`config.mk`:
```
export PLATFORM = sky130hd
export DESIGN_NAME = swr_ctrl
export DESIGN_NICKNAME = d
export VERILOG_FILES = /design/src/hdl/swr_pkg.sv /design/src/hdl/swr_ctrl.sv
export SDC_FILE = /design/constraint.sdc
export NUM_CORES = 1
export LEC_CHECK = 0
export ABC_AREA = 1
export BUFFER_PORTS_ARGS = -buffer_cell sky130_fd_sc_hd__buf_4
export CORE_AREA = 2 2 39 41
export CTS_BUF_LIST = sky130_fd_sc_hd__clkbuf_16
export DETAILED_ROUTE_END_ITERATION = 8
export DIE_AREA = 0 0 41 43
export GPL_TIMING_DRIVEN = 0
export SETUP_SLACK_MARGIN = 0.1
export SKIP_CTS_REPAIR_TIMING = 1
export SYNTH_ARGS = -nofsm -noshare
export SYNTH_HDL_FRONTEND = slang
export SYNTH_SLANG_ARGS = --single-unit
```
`constraint.sdc`:
```
create_clock -name i_clk -period 2.37 [get_ports i_clk]
set_input_delay 0.1185 -clock i_clk [delete_from_list [all_inputs] [get_ports i_clk]]
set_output_delay 0.1185 -clock i_clk [all_outputs]
set_load 0.03 [all_outputs]
```
`src/hdl/swr_pkg.sv`:
```
// package for the sliding window receiver: widths, defaults and the
// command / status structs between controller and datapath
// no dependencies
package swr_pkg;

    localparam int unsigned SENDERS_DEF = 16;
    localparam int unsigned WINDOW_DEF  = 8;

    localparam int unsigned SENDER_W  = 4;
    localparam int unsigned SEQ_W     = 8;
    localparam int unsigned PAY_W     = 64;
    localparam int unsigned ID_W      = 8;
    localparam int unsigned WCFG_W    = 6;
    localparam int unsigned CFG_IDX_W = 1;
    localparam int unsigned MODCNT_W  = 3;

    localparam logic [WCFG_W-1:0] WINDOW_RESET = WCFG_W'(8);
    localparam logic [ID_W-1:0]   OWN_ID_RESET = '0;
    localparam logic [SEQ_W-1:0]  LR_RESET     = '1;
    // largest acceptable always sits this far past last received
    localparam logic [SEQ_W-1:0]  LA_OFFSET    = SEQ_W'(WINDOW_RESET);

    localparam logic [CFG_IDX_W-1:0] REG_WINDOW_SIZE = CFG_IDX_W'(0);
    localparam logic [CFG_IDX_W-1:0] REG_OWN_ID      = CFG_IDX_W'(1);

    localparam logic KIND_DELIVERY = 1'b0;
    localparam logic KIND_ACK      = 1'b1;

    typedef struct packed {
        logic load;
        logic mod_step;
        logic store;
        logic rd;
        logic deliver;
        logic out_ack;
    } t_cmd;

    typedef struct packed {
        logic good;
        logic mod_done;
        logic in_win;
        logic is_next;
        logic slot_recv;
        logic slot_end;
        logic iter_last;
    } t_status;

endpackage

```
`src/hdl/swr_ctrl.sv`:
```
// controller state machine of the sliding window receiver
// depends on swr_pkg
module swr_ctrl (
    input  logic            i_clk,
    input  logic            i_rst_n,
    input  logic            i_valid,
    output logic            o_ready,
    output logic            o_valid,
    input  logic            i_ready,
    input  swr_pkg::t_status i_status,
    output swr_pkg::t_cmd    o_cmd
);
    import swr_pkg::*;

    typedef enum logic [5:0] {
        S_IDLE  = 6'b000001,
        S_MOD   = 6'b000010,
        S_STORE = 6'b000100,
        S_CHECK = 6'b001000,
        S_DLV   = 6'b010000,
        S_ACK   = 6'b100000
    } t_state;

    t_state r_state, n_state;

    always_ff @(posedge i_clk) begin
        if (!i_rst_n) begin
            r_state <= S_IDLE;
        end else begin
            r_state <= n_state;
        end
    end

    always_comb begin
        n_state = r_state;
        o_cmd   = '0;
        o_ready = 1'b0;
        o_valid = 1'b0;
        case (r_state)
            S_IDLE: begin
                o_ready    = 1'b1;
                o_cmd.load = i_valid;
                if (i_valid && i_status.good) begin
                    n_state = S_MOD;
                end
            end
            S_MOD: begin
                o_cmd.mod_step = 1'b1;
                if (i_status.mod_done) begin
                    n_state = S_STORE;
                end
            end
            S_STORE: begin
                o_cmd.store = 1'b1;
                n_state = (i_status.in_win && i_status.is_next) ? S_CHECK : S_ACK;
            end
            S_CHECK: begin
                o_cmd.rd = 1'b1;
                n_state = i_status.slot_recv ? S_DLV : S_ACK;
            end
            S_DLV: begin
                o_valid       = 1'b1;
                o_cmd.deliver = i_ready;
                if (i_ready) begin
                    n_state = (i_status.slot_end || i_status.iter_last) ? S_ACK : S_CHECK;
                end
            end
            S_ACK: begin
                o_valid       = 1'b1;
                o_cmd.out_ack = 1'b1;
                if (i_ready) begin
                    n_state = S_IDLE;
                end
            end
            default: begin
                n_state = S_IDLE;
            end
        endcase
    end

`ifndef SYNTHESIS
    a_bad_drop: assert property (@(posedge i_clk) disable iff (!i_rst_n)
        (r_state == S_IDLE && i_valid && !i_status.good) |=> (r_state == S_IDLE))
        else $error("bad frame not dropped");
    a_end_acks: assert property (@(posedge i_clk) disable iff (!i_rst_n)
        (r_state == S_DLV && i_ready && i_status.slot_end) |=> (r_state == S_ACK))
        else $error("end of message did not stop drain");
    a_mod_before_store: assert property (@(posedge i_clk) disable iff (!i_rst_n)
        (r_state == S_STORE) |-> $past(r_state == S_MOD && i_status.mod_done))
        else $error("store without finished slot index");
`endif
endmodule

```
==> key figures, run 1 <==
Status
  – Outcome: complete, no violations

STA
  – Hold Fails Final Rpt: 0
  – Max transition margin: 87.6%
  – Final setup viols: 0
  – Final hold slack: 0.0943 ns
  – Post-Route Setup TNS: 0 ns
  – Actual slew at the worst max-slew pin: 0.185 ns
  – Final period util: 60.1%
  – Max-slew violations: 0
  – Crit path time final: 1.42 ns
  – Skew final: 0.000447 ns
  – Fmax achieved: 702 MHz
  – RSZ-0062 raised after global routing: no

Yosys
  – Cell taking the most area after synthesis: dfxtp_1
  – Area share of the largest cell type after synthesis: 24.4%
  – Flops & latches, synth: 6
  – Syn_nets: 86
  – Avg Cell Area, Syn: 6.56 sq um
  – Register area share after synthesis: 24.4%
  – Ys Warns: 0
  – Top post-synthesis cells by area: dfxtp_1, inv_1, nand2_1
  – Post-Syn Instances: 75
  – Synthesized area: 492 sq um
  – Synth cell types: 18

Detailed routing
  – Vias/cell: 4.61
  – Routed via count: 516
  – Antenna viol nets, final: 0
  – Final wirelength: 1110 um
  – Drc violations: 0
  – Drt initial violations: 10
  – Detailed Routing Iterations Pass 1: 4
  – DR WL/cell: 9.88 um

Pwr
  – Clock power share: 38.0%
  – P_leak: 0.374 nW
  – Part of the power in combinational logic: 43.0%
  – Reg power frac: 19.1%
  – Pwr dens: 1020 nW/um^2
  – Peak supply drop: 0.420 mV
  – P_int: 0.447 mW
  – Switching power: 0.288 mW
  – Net Sw Frac: 39.2%

Clock network
  – TritonCTS Buffers: 3
  – Skew-Pair Late Insertion Delay: 0.23 ns
  – H-tree Lvls: 1
  – Clock slew seen by the registers of the worst setup and hold paths: 0.03 ns
  – TritonCTS clock tree: done
  – CTS root buffer: clkbuf_16
  – Clock sink count: 6
  – CTS max path bufs: 2

Min path
  – Hold path depth: 2
  – Min-delay src: i_rst_n
  – Worst min path class: in -> reg
  – Hold endpoint: r_state[0]$_SDFFE_PN1P_

Placement
  – Final HPWL from detailed placement: 830 um
  – Port-buffer cells: 18
  – Routability cong.: 0.785
  – Placed cell areas: 647 sq um

GRT
  – Number of global-route vias before repair: 455
  – Overall routing resource usage: 15.2%
  – Grt ovf: 0
  – First-pass GRT wire length: 1750 um
  – Initial antenna violation count: 0
  – Largest net degree at the start of global routing: 9

Critical path
  – Worst EP required: 2.25 ns
  – Worst r2r path cells: 9
  – Worst path cell trace: inv_1 > nor2_1 > nand3_1 > nor2_1 > buf_4
  – FF-to-FF End: r_state[1]$_SDFFE_PN0P_
  – R2r setup slk: 1.12 ns
  – Crit path max fanout: 3
  – Crit path launch type: register
  – RR Startpoint: r_state[0]$_SDFFE_PN1P_
  – Crit path top cell by count: nor2_1
  – Slowest stage cell, crit path: dfxtp_1
  – Slowest cell delay on critical path: 0.40 ns
  – Crit path DAT: 1.31 ns
  – Worst Setup End Kind: output port
  – Setup Crit Path Kind: reg -> out

Cells and area
  – Layout cells sized above 1: 39.6%
  – Area Overhead vs Synth: 46.8%
  – Nets: 109
  – Most frequent cells in the layout: buf_4, inv_1, nand2_1, nor2_1, nand3_1
  – Commonest non-fill, non-tap cell in the layout: buf_4
  – N_diodes: 0
  – Number of flip-flops under the largest register name: 6
  – Biggest regs: r_state (6)
  – Most flops, register: r_state
  – Final Util: 52.2%
  – Post-route cell area: 722 sq um

Die
  – Full die area: 1760 sq um
  – Initial Utilization: 35.5%
  – Die width: 41 um
  – I/O pins: 19
  – Die height: 43 um
  – FP Rows: 14
  – Core region area: 1380 sq um

Job
  – # Max-Cap Violations: 0
==> through the flow <==
stage | power [mW] | cells | setup WS, ns
after global routing | 0.773 | 112 | 0.821
after CTS | 0.736 | 112 | 0.949
after global placement | 0.448 | 109 | 1.18
after detailed placement | 0.447 | 109 | 1.18
final | 0.735 | 112 | 0.946
after floorplan | 0.371 | 75 | 1.05
==> area by class of cell <==
class                   instances  area (sq um)
fillers                       152           662
flip-flops and latches          6           120
repair buffers                 18           135
inverters                      18          67.6
multi-input cells              50           297
well taps                      16          20.0
clock buffers                   3          75.1
plain buffers                   1          7.51
==> cells by family (layout without fill, tap and decap cells) <==
| kind of cell | Yosys count | after routing | share of synthesized area [%] |
|---|---|---|---|
| flip-flops | 6 | 6 | 24.4 |
| AO/OA/AOI/OAI | 4 | 4 | 6.62 |
| buffers and inverters | 19 | 40 | 15.3 |
| AND/OR/NAND/NOR | 46 | 46 | 53.7 |
==> synth_stat cells <==
master and number:
nand3_1 7, nor2_4 4, nand4_1 4, nand2_1 12, dfxtp_1 6, nor2_1 9, a21oi_1 2, nor3_1 1
a21oi_4 1, nand2_2 2, buf_4 1, inv_2 2, inv_1 16, nor2_2 2, o22ai_1 1, nand2_4 3
or2_2 1, nand3_2 1
==> how the worst max path moves through the flow <==
stage | cells after the start | startpoint | to | slack (ns)
after detailed placement | 8 | r_state[0]$_SDFFE_PN1P_ | r_state[1]$_SDFFE_PN0P_ | 1.18
final | 5 | r_state[0]$_SDFFE_PN1P_ | o_cmd[5] | 0.95
after global routing | 6 | r_state[1]$_SDFFE_PN0P_ | o_cmd[4] | 0.82
after global placement | 8 | r_state[2]$_SDFFE_PN0P_ | r_state[1]$_SDFFE_PN0P_ | 1.18
after CTS | 6 | r_state[1]$_SDFFE_PN0P_ | o_cmd[4] | 0.95
after floorplan | 5 | r_state[0]$_SDFFE_PN1P_ | r_state[5]$_SDFFE_PN0P_ | 1.05
==> critical path, delay by kind of cell (launching register included) <==
family / cells / cell delay (ns)
buffers and inverters: 2 / 0.24
DFF: 1 / 0.40
and+or+nand+nor: 3 / 0.43
==> power by group through the flow <==
stage / logic (mW) / clock network, mW / registers [mW]
finish: 0.316 / 0.279 / 0.140
CTS: 0.316 / 0.280 / 0.140
detailed placement: 0.307 / 0 / 0.140
global route: 0.344 / 0.288 / 0.141
floorplan: 0.234 / 0 / 0.138
global placement: 0.309 / 0 / 0.139
==> metal layers <==
layer / up-vias / track usage, % / wire, um / part of all wire, %
li1: 274 / - / - / -
met1: 220 / 17.6 / 499 / 45
met2: 19 / 22.8 / 527 / 48
met3: 3 / 4.71 / 50 / 4.5
met4: 0 / 10.0 / 28 / 2.5
met5: - / 0 / 0 / 0
No activity file was read; power rests on OpenSTA's default activity.
==> run 2, diff against run 1 <==
- ABC_AREA: 1 -> 0
- PLACE_DENSITY: default -> 0.65
- clock period: 2.37 -> 1.2 ns (I/O delays scaled with it)
==> run 2 against run 1 <==
Compared with the run above:
- critical endpoint unchanged
- the flow now finishes with violations (negative setup slack)
- non-clock buffer count up 11
- via count up 7.9%
- flip-flop and latch count is the same
- clock skew is essentially flat
- largest power group is now the clock network
- critical path type unchanged
- routed wire length is 27% higher
==> key figures, run 2 <==
Status
  – Outcome: finished, violations left (was complete, no violations)
  – Failing checks: negative setup slack

Clock network
  – TritonCTS clock tree: done (unchanged)
  – CTS max path bufs: 2 (unchanged)
  – CTS root buffer: clkbuf_16 (unchanged)
  – Clock slew seen by the registers of the worst setup and hold paths: 0.03 ns (about the same)
  – TritonCTS Buffers: 3 (unchanged)
  – Skew-Pair Late Insertion Delay: 0.23 ns (about the same)
  – H-tree Lvls: 1 (unchanged)
  – Clock sink count: 6 (unchanged)

STA
  – RSZ-0062 raised after global routing: yes (was no)
  – Max-slew violations: 0 (unchanged)
  – Max transition margin: 73.9% (was 87.6%)
  – Final hold slack: 0.113 ns (was 0.0943 ns)
  – Final setup viols: 14 (was 0)
  – Crit path time final: 1.82 ns
  – Fmax achieved: 548 MHz
  – Post-Route Setup TNS: -5.72 ns (was 0 ns)
  – Skew final: 0.000723 ns (was 0.000447 ns)
  – Final period util: 152%
  – Actual slew at the worst max-slew pin: 0.389 ns (was 0.185 ns)
  – Hold Fails Final Rpt: 0 (unchanged)
  – Final WS setup: -0.624 ns (was 0.946 ns)

Yosys
  – EDFF count, synth: 0 (unchanged)
  – Count leader, synth: nor2_1 (was inv_1)
  – Ys Warns: 0 (unchanged)
  – Register area share after synthesis: 24.6% (was 24.4%)
  – Flops & latches, synth: 6 (unchanged)
  – Post-Syn Instances: 60 (was 75)
  – Synthesized area: 488 sq um (was 492 sq um)
  – Avg Cell Area, Syn: 8.13 sq um (was 6.56 sq um)
  – Synth cell types: 35 (was 18)
  – Most frequent cells after synthesis: nor2_1, dfxtp_1, nand2_1 (was inv_1, nand2_1, nor2_1)
  – Top post-synthesis cells by area: dfxtp_1, nor2_1, nand2_1 (was dfxtp_1, inv_1, nand2_1)
  – Synth async-reset ratio: 0% (unchanged)
  – Cell taking the most area after synthesis: dfxtp_1 (unchanged)
  – Syn_nets: 71 (was 86)
  – Area share of the largest cell type after synthesis: 24.6% (was 24.4%)
  – Ys flop type: dfxtp_1 (unchanged)

Placement
  – Placed cell areas: 687 sq um (was 647 sq um)
  – Routability cong.: 0.704 (was 0.785)
  – Pre-CTS setup slack: -0.603 ns (was 1.18 ns)
  – Port-buffer cells: 18 (unchanged)
  – Placed cells: 94 (was 109)
  – Final HPWL from detailed placement: 904 um (was 830 um)

Job
  – # Max-Cap Violations: 0 (unchanged)

Pwr
  – Pwr dens: 1070 nW/um^2 (was 1020 nW/um^2)
  – P_leak: 0.387 nW (was 0.374 nW)
  – Tot Pwr: 0.959 mW (was 0.735 mW)
  – Peak supply drop: 0.477 mV (was 0.420 mV)

Detailed routing
  – WL met3: 32 um (was 50 um)
  – DR WL/cell: 13.6 um (was 9.88 um)
  – Vias/cell: 5.36 (was 4.61)
  – Met1 WL: 628 um (was 499 um)
  – Drc violations: 0 (unchanged)
  – Drt initial violations: 5 (was 10)
  – Detailed Routing Iterations Pass 1: 2 (was 4)
  – Antenna viol nets, final: 0 (unchanged)
  – DR top layer: met4 (unchanged)
  – Final wirelength: 1410 um (was 1110 um)
  – Routed via count: 557 (was 516)
  – DR WL met2: 727 um (was 527 um)

Cells and area
  – Number of flip-flops under the largest register name: 6 (unchanged)
  – Biggest regs: r_state (6) (unchanged)
  – Layout cells sized above 1: 62.5% (was 39.6%)
  – Most frequent cells in the layout: buf_4, buf_6, nand2_1, dfxtp_1 (was buf_4, inv_1, nand2_1, nor2_1, nand3_1)
  – N_diodes: 0 (unchanged)
  – Commonest non-fill, non-tap cell in the layout: buf_4 (unchanged)
  – Post-route cell area: 896 sq um (was 722 sq um)
  – Nets: 101 (was 109)
  – Area Overhead vs Synth: 83.6% (was 46.8%)
  – Layout Cells excl Fill: 104 (was 112)
  – Most flops, register: r_state (unchanged)
  – Final Util: 64.7% (was 52.2%)

Critical path
  – Setup Crit Path Kind: reg -> out (unchanged)
  – Worst Setup End Kind: output port (unchanged)
  – Worst EP required: 1.14 ns (was 2.25 ns)
  – Crit path DAT: 1.76 ns (was 1.31 ns)
  – Crit path max fanout: 7 (was 3)
  – Crit path launch type: register (unchanged)

GRT
  – Grt ovf: 0 (unchanged)
  – Overall routing resource usage: 16.6% (was 15.2%)
  – Largest net degree at the start of global routing: 11 (was 9)
  – Number of global-route vias before repair: 492 (was 455)
  – First-pass GRT wire length: 2030 um (was 1750 um)
  – Initial antenna violation count: 0 (unchanged)

Die
  – Full die area: 1760 sq um (unchanged)
  – Core region area: 1380 sq um (unchanged)
  – Die height: 43 um (unchanged)
  – Initial Utilization: 35.3% (was 35.5%)
  – FP Rows: 14 (unchanged)
  – Die width: 41 um (unchanged)
  – I/O pins: 19 (unchanged)

Min path
  – Worst min path class: in -> reg (unchanged)
## run 2: cell count changes after synthesis, sizes merged, moves of 3 or more
| cell | before | now |
|---|---|---|
| o21ai | 0 | 3 |
| nor2 | 15 | 7 |
| nand2 | 17 | 6 |
| inv | 18 | 3 |
| nand4 | 4 | 0 |
| nand3 | 8 | 0 |
## run 2: worst paths after layout
check	from	endpoint	slack, ns	cells past startpoint
max	r_state[2]$_SDFFE_PN0P_	o_cmd[5]	-0.62	4
min	i_status[6]	r_state[1]$_SDFFE_PN0P_	0.11	3
max reg2reg	r_state[2]$_SDFFE_PN0P_	r_state[5]$_SDFFE_PN0P_	-0.55	4
min reg2reg	r_state[4]$_SDFFE_PN0P_	r_state[4]$_SDFFE_PN0P_	0.61	3
## run 2: layer usage
| metal | global-route usage, % | up-vias |
|---|---|---|
| li1 | - | 281 |
| met4 | 12.0 | 0 |
| met1 | 22.5 | 265 |
| met5 | 0 | - |
| met3 | 0 | 2 |
| met2 | 24.1 | 9 |
## run 2: critical path: stages (launching register included)
cell and delay (ns):
dfxtp_1 0.36, or4_4 0.58, nor3b_4 0.28, and2_4 0.19, buf_6 0.12
## run 2: cell type report
class / count / area (sq um)
multi-input combinational: 46 / 405
clock buffer: 3 / 75.1
sequential: 6 / 121
buffer: 5 / 52.6
timing repair buffer: 25 / 210
inverter: 3 / 11.3
fill: 111 / 488
tap: 16 / 20.0
## run 2: cell families (layout without fill, tap and decap cells)
family          Yosys count  count (layout)  share of synthesized area, %
compound gates           14              14                          22.3
xor+xnor                  2               2                          3.59
buf+inv                   8              36                          8.97
flops                     6               6                          24.6
mux                       1               1                          2.31
simple gates             29              29                          38.2
## run 2: power breakdown
part	internal [mW]	switching, mW
registers	0.207	0.00536
logic	0.108	0.105
clock network	0.427	0.107
